<file path="src/sv/itwt_pkg.sv">
// shared types and constants for the integer to word token converter
package itwt_pkg;

    localparam int VALUE_W   = 31;
    localparam int WORD_W    = 5;
    localparam int DIGITS    = 10;
    localparam int BCD_W     = 4 * DIGITS;
    localparam int SHIFT_W   = 5;
    localparam int GROUP_W   = 2;
    localparam int STEP_W    = 3;

    localparam logic [WORD_W-1:0] WORD_ZERO    = 5'd0;
    localparam logic [WORD_W-1:0] WORD_TEEN    = 5'd10;
    localparam logic [WORD_W-1:0] TENS_BASE    = 5'd18;
    localparam logic [WORD_W-1:0] WORD_HUNDRED = 5'd28;
    localparam logic [WORD_W-1:0] WORD_BILLION = 5'd31;

    localparam logic [SHIFT_W-1:0] LAST_SHIFT = SHIFT_W'(VALUE_W - 1);
    localparam logic [GROUP_W-1:0] LAST_GROUP = 2'd3;

    typedef enum logic [1:0] {
        S_IDLE,
        S_CONV,
        S_WALK
    } t_state;

    typedef enum logic [STEP_W-1:0] {
        STEP_HUND_DIGIT,
        STEP_HUNDRED,
        STEP_TENS,
        STEP_UNITS,
        STEP_SCALE
    } t_step;

endpackage

</file>
<file path="src/sv/integer_to_word_tokens.sv">
// integer to english word tokens: bit-serial binary to bcd, then a word sequencer
//
// Pulse start while busy is low to hand over i_value (31 bits, unsigned).
// The block converts the value to ten decimal digits by shift-and-add-3, one
// input bit per cycle, then walks the billions, millions, thousands and units
// groups, five slots per group (hundreds digit, "hundred", tens or teen,
// units, scale word). Each word comes out on o_word for one cycle with o_valid
// high, o_last marking the final word of the number; zero gives the single
// word Zero. A word found in a slot is held until the next word is found or
// the walk ends, and then goes out through the output register. Busy drops in
// the cycle the last word is shown, so the next start can be taken in that
// same cycle. The receiver cannot stall and must take every word in the cycle
// it is shown.
module integer_to_word_tokens
    import itwt_pkg::*;
(
    input  logic               i_clk,
    input  logic               i_rst_n,
    input  logic               start,
    output logic               busy,
    input  logic [VALUE_W-1:0] i_value,
    output logic               o_valid,
    output logic [WORD_W-1:0]  o_word,
    output logic               o_last
);

    t_state               r_state, n_state;
    logic [VALUE_W-1:0]   r_val, n_val;
    logic [BCD_W-1:0]     r_bcd, n_bcd;
    logic [SHIFT_W-1:0]   r_cnt, n_cnt;
    logic [GROUP_W-1:0]   r_group, n_group;
    t_step                r_step, n_step;
    logic                 r_pend_vld, n_pend_vld;
    logic [WORD_W-1:0]    r_pend_word, n_pend_word;
    logic                 r_valid, n_valid;
    logic [WORD_W-1:0]    r_word, n_word;
    logic                 r_last, n_last;

    logic [BCD_W-1:0]     adj;
    logic [3:0]           dig_h, dig_t, dig_u;
    logic                 hit;
    logic [WORD_W-1:0]    hit_word;

    // add 3 to every digit of 5 or more before the shift
    always_comb begin
        for (int i = 0; i < DIGITS; i++) begin
            adj[4*i +: 4] = (r_bcd[4*i +: 4] >= 4'd5) ? r_bcd[4*i +: 4] + 4'd3
                                                      : r_bcd[4*i +: 4];
        end
    end

    always_comb begin
        case (r_group)
            2'd0: begin
                dig_h = 4'd0;
                dig_t = 4'd0;
                dig_u = r_bcd[39:36];
            end
            2'd1: begin
                dig_h = r_bcd[35:32];
                dig_t = r_bcd[31:28];
                dig_u = r_bcd[27:24];
            end
            2'd2: begin
                dig_h = r_bcd[23:20];
                dig_t = r_bcd[19:16];
                dig_u = r_bcd[15:12];
            end
            default: begin
                dig_h = r_bcd[11:8];
                dig_t = r_bcd[7:4];
                dig_u = r_bcd[3:0];
            end
        endcase
    end

    // word found in the current slot, if any
    always_comb begin
        hit      = 1'b0;
        hit_word = WORD_ZERO;
        case (r_step)
            STEP_HUND_DIGIT: begin
                hit      = (dig_h != 4'd0);
                hit_word = {1'b0, dig_h};
            end
            STEP_HUNDRED: begin
                hit      = (dig_h != 4'd0);
                hit_word = WORD_HUNDRED;
            end
            STEP_TENS: begin
                if (dig_t == 4'd1) begin
                    hit      = 1'b1;
                    hit_word = WORD_TEEN + {1'b0, dig_u};
                end else begin
                    hit      = (dig_t != 4'd0);
                    hit_word = TENS_BASE + {1'b0, dig_t};
                end
            end
            STEP_UNITS: begin
                hit      = (dig_t != 4'd1) && (dig_u != 4'd0);
                hit_word = {1'b0, dig_u};
            end
            STEP_SCALE: begin
                hit      = (r_group != LAST_GROUP) &&
                           ((dig_h != 4'd0) || (dig_t != 4'd0) || (dig_u != 4'd0));
                hit_word = WORD_BILLION - {3'b000, r_group};
            end
            default: begin
                hit      = 1'b0;
                hit_word = WORD_ZERO;
            end
        endcase
    end

    always_comb begin
        n_state     = r_state;
        n_val       = r_val;
        n_bcd       = r_bcd;
        n_cnt       = r_cnt;
        n_group     = r_group;
        n_step      = r_step;
        n_pend_vld  = r_pend_vld;
        n_pend_word = r_pend_word;
        n_valid     = 1'b0;
        n_word      = r_word;
        n_last      = 1'b0;
        case (r_state)
            S_IDLE: begin
                if (start) begin
                    n_val      = i_value;
                    n_bcd      = '0;
                    n_cnt      = '0;
                    n_group    = '0;
                    n_step     = STEP_HUND_DIGIT;
                    n_pend_vld = 1'b0;
                    n_state    = S_CONV;
                end
            end
            S_CONV: begin
                n_bcd = {adj[BCD_W-2:0], r_val[VALUE_W-1]};
                n_val = {r_val[VALUE_W-2:0], 1'b0};
                n_cnt = r_cnt + 1'b1;
                if (r_cnt == LAST_SHIFT) begin
                    n_state = S_WALK;
                end
            end
            S_WALK: begin
                if (r_step == STEP_SCALE && r_group == LAST_GROUP) begin
                    // units group has no scale word, so only the held word (or Zero if none is held) goes out
                    n_valid = 1'b1;
                    n_last  = 1'b1;
                    n_word  = r_pend_vld ? r_pend_word : WORD_ZERO;
                    n_state = S_IDLE;
                end else begin
                    if (hit) begin
                        n_valid     = r_pend_vld;
                        n_word      = r_pend_word;
                        n_pend_vld  = 1'b1;
                        n_pend_word = hit_word;
                    end
                    if (r_step == STEP_SCALE) begin
                        n_step  = STEP_HUND_DIGIT;
                        n_group = r_group + 1'b1;
                    end else begin
                        n_step = t_step'(r_step + 1'b1);
                    end
                end
            end
            default: begin
                n_state = S_IDLE;
            end
        endcase
    end

    always_ff @(posedge i_clk) begin
        if (!i_rst_n) begin
            r_state    <= S_IDLE;
            r_pend_vld <= 1'b0;
            r_valid    <= 1'b0;
            r_last     <= 1'b0;
        end else begin
            r_state    <= n_state;
            r_pend_vld <= n_pend_vld;
            r_valid    <= n_valid;
            r_last     <= n_last;
        end
    end

    always_ff @(posedge i_clk) begin
        r_val       <= n_val;
        r_bcd       <= n_bcd;
        r_cnt       <= n_cnt;
        r_group     <= n_group;
        r_step      <= n_step;
        r_pend_word <= n_pend_word;
        r_word      <= n_word;
    end

    assign busy    = (r_state != S_IDLE);
    assign o_valid = r_valid;
    assign o_word  = r_word;
    assign o_last  = r_last;

endmodule

</file>
<file path="config.mk">
export PLATFORM = sky130hd
export DESIGN_NAME = integer_to_word_tokens
export DESIGN_NICKNAME = d
export VERILOG_FILES = /design/src/sv/itwt_pkg.sv /design/src/sv/integer_to_word_tokens.sv
export SDC_FILE = /design/constraint.sdc
export NUM_CORES = 1
export LEC_CHECK = 0
export BUFFER_PORTS_ARGS = -buffer_cell sky130_fd_sc_hd__clkbuf_2
export CAP_MARGIN = 20
export CORE_ASPECT_RATIO = 1.2
export CORE_MARGIN = 3
export CORE_UTILIZATION = 55
export DETAILED_ROUTE_END_ITERATION = 10
export PLACE_DENSITY = 0.83
export SYNTH_ARGS = -nofsm -noshare
export SYNTH_HDL_FRONTEND = slang
export SYNTH_SLANG_ARGS = --single-unit
export TNS_END_PERCENT = 5
</file>
<file path="constraint.sdc">
create_clock -name i_clk -period 4.6 [get_ports i_clk]
set_clock_uncertainty 0.1 [all_clocks]
set_input_delay 0.92 -clock i_clk [delete_from_list [all_inputs] [get_ports i_clk]]
set_output_delay 0.92 -clock i_clk [all_outputs]
set_load 0.01 [all_outputs]
</file>
==> impl_metrics.ini <==
[route]
postRouteAntennaNets = 0
dr.pass1.iters = 7
via_per_inst = 5.69
drc = 0
first_iter_violations = 256
routed_wl_um = 9650
vias = 3636
wl_per_cell_um = 15.1

[job]
maxCapViolations = 0

[logic_synthesis]
synth_cell_types = 49
yosysMostFrequentCell = edfxtp_1
synth_area_leader_cell = edfxtp_1
synth-seq-cells = 96
yosysWarnings = 0
synth_area_leaders = edfxtp_1 51%, ha_1 7.7%, mux2_2 6.5%, nor2_1 4.4%, a21oi_1 3.8%
synth_top_cell_area_share_pct = 51.2
synthTopCellsByCount = 91 x edfxtp_1, 63 x nor2_1, 40 x a21oi_1, 33 x ha_1, 32 x nand2_1
netlist_area_sq_um = 5340
synthFlopType = edfxtp_1
syn_inst = 474
synth_area_per_cell_sq_um = 11.3
synth_nets = 541
synth_edf_count = 91
synthArstFlopShare_pct = 0
synth-seq-area-share_pct = 53.1

[global_routing]
grt_max_degree = 46
grt_pass1_wl_um = 16400
grt_use_total_pct = 19.2
grt_pass1_vias = 3626
grt-ovfl-total = 0
antenna_found_initial = 0

[power_and_ir_drop]
power_frac_seq_pct = 57.5
max-vdd-ir-drop_mv = 0.251
p_switching_uw = 550
switching_share_pct = 28.3
p_per_area_nw_per_um2 = 335
p_clk_share_pct = 25.4
leakage_nw = 2.26
p_int_mw = 1.39
power_frac_comb_pct = 17.2

[setup_path]
regToRegEndpoint = r_pend_word[4]
cp-start-kind = register
arrival_ns = 3.27
rrSetupSlack_ns = 1.24
crit_fanout = 27
required_ns = 4.51
reg2reg_depth = 6
worstReg2RegStart = r_group[0]
cp-end-kind = register
path_class = reg2reg

[die]
placementRows = 38
initial_utilization_pct = 57.8
die_w_um = 95.9
die_area_sq_um = 10900
io_pins = 42
die_height_um = 114
coreArea_sq_um = 9220

[cells_and_area]
antenna_cells = 0
drive_above_1_share_pct = 20.0
stdcell_area_sq_um = 5800
syn_to_final_growth_pct = 8.77
nNetsFinal = 581
fillers = 750
register_area_sq_um = 2830
multi_input_area_sq_um = 2310

[clock_network]
htreeDepth = 3
numCtsBuffers = 9
cts_root_buffer = clkbuf_8
cts_tree = built
cts_max_path_buffers = 2
cts.sinks = 96
clkTransAtPathRegs_ns = 0.09
insertion_delay_ns = 0.37
cts_resized = 0
ctsHoldBuffers = 0
post_cts_buffers = 0

[sta]
finalSetupViolations = 0
fmax_ghz = 0.297
rsz0062_at_grt = false
slew_headroom_pct = 37.7
tightest_slew_ns = 0.926
drv_slew = 0
finalCritPeriodShare_pct = 73.1
finalSetupTns_ns = 0
finalHoldViolCount = 0
period_minus_slack_ns = 3.36

[hold_path]
hp-start = r_pend_vld
hp-class = reg2reg
worst_hold_path.endpoint = r_pend_vld
whs_path_depth = 2

[placed_design]
place.gp.congestion = 0.928
port_buffers = 41
hpwlAfterDp_um = 6970
dpl_cell_area_sq_um = 5630

[outcome]
status = completed
-- per-layer routing --
metal	part of all wire (%)	GRT usage [%]	up-vias
met4	2.0	7.97	0
met1	42	23.6	1741
met5	0	0	-
met2	50	32.5	106
met3	5.1	4.09	18
li1	-	-	1771
-- how the worst max path moves through the flow --
stage               start              to  cells after the start
6_report       r_group[0]  r_pend_word[4]                      6
5_1_grt        r_group[0]  r_pend_word[4]                      6
4_1_cts        r_group[0]  r_pend_word[4]                      6
3_5_place_dp   r_group[0]  r_pend_word[4]                      6
3_3_place_gp   r_group[0]  r_pend_word[3]                      6
2_1_floorplan       start        r_bcd[0]                      2
-- through the flow --
step | util [%] | hold WS, ns | cells | worst slack [ns] | power (mW)
6_report | 62.9 | 0.414 | 639 | 1.24 | 1.94
5_1_grt | 62.9 | 0.426 | 639 | 1.02 | 2.04
4_1_cts | 62.9 | 0.413 | 639 | 1.30 | 1.95
3_5_place_dp | 61.1 | 0.399 | 623 | 1.31 | 1.47
3_3_place_gp | 61.1 | 0.373 | 623 | 1.45 | 1.45
2_1_floorplan | - | 0.345 | 474 | 1.13 | 1.38
-- power by group through the flow --
| stage | logic (mW) | clock network [mW] | registers (mW) |
|---|---|---|---|
| floorplan | 0.267 | 0 | 1.11 |
| global placement | 0.317 | 0 | 1.13 |
| detailed placement | 0.333 | 0 | 1.13 |
| CTS | 0.335 | 0.498 | 1.12 |
| global route | 0.383 | 0.525 | 1.13 |
| finish | 0.334 | 0.493 | 1.12 |
-- cell usage in the layout, fill, tap and decap left out, types with 10 or more instances in the layout --
cell and instances:
a21oi_1 40, a22oi_1 10, clkbuf_2 41, edfxtp_1 91, ha_1 33, inv_1 31
mux2_2 31, nand2_1 32, nand2b_1 13, nor2_1 62, nor3_1 10, o21ai_0 16
xnor2_1 12, xor2_1 11
-- cell families (layout without fill, tap and decap cells) --
logic type	Yosys count	count (layout)	synth area share, %
compound gates	95	95	12.1
flops	96	96	53.1
fa+ha+maj	33	33	7.74
xor+xnor	23	23	3.78
mux	31	31	6.54
buf+inv	46	91	3.87
simple gates	150	150	12.9
-- worst max-delay path, cell delays in order, from the launching register on --
cell	delay (ns)
edfxtp_1	0.43
ha_1	0.75
a221oi_1	0.18
o22ai_2	0.38
nor3_2	0.09
o311a_4	0.34
nor4_1	0.71
-- sequential cells by signal, summed over array words and instances, names as in the netlist --
name / count
r_cnt: 5
r_group: 2
o_last: 1
o_valid: 1
o_word: 5
r_state: 2
r_pend_vld: 1
r_pend_word: 5
r_val: 31
r_bcd: 40
r_step: 3
-- final cells by class --
type / count / area share (%)
clock inverter: 7 / 0.798
sequential: 96 / 48.8
multi-input combinational: 332 / 39.7
clock buffer: 9 / 2.13
tap: 120 / 2.59
inverter: 31 / 2.01
timing repair buffer: 44 / 3.92
Power figures use the tool's default switching activity.
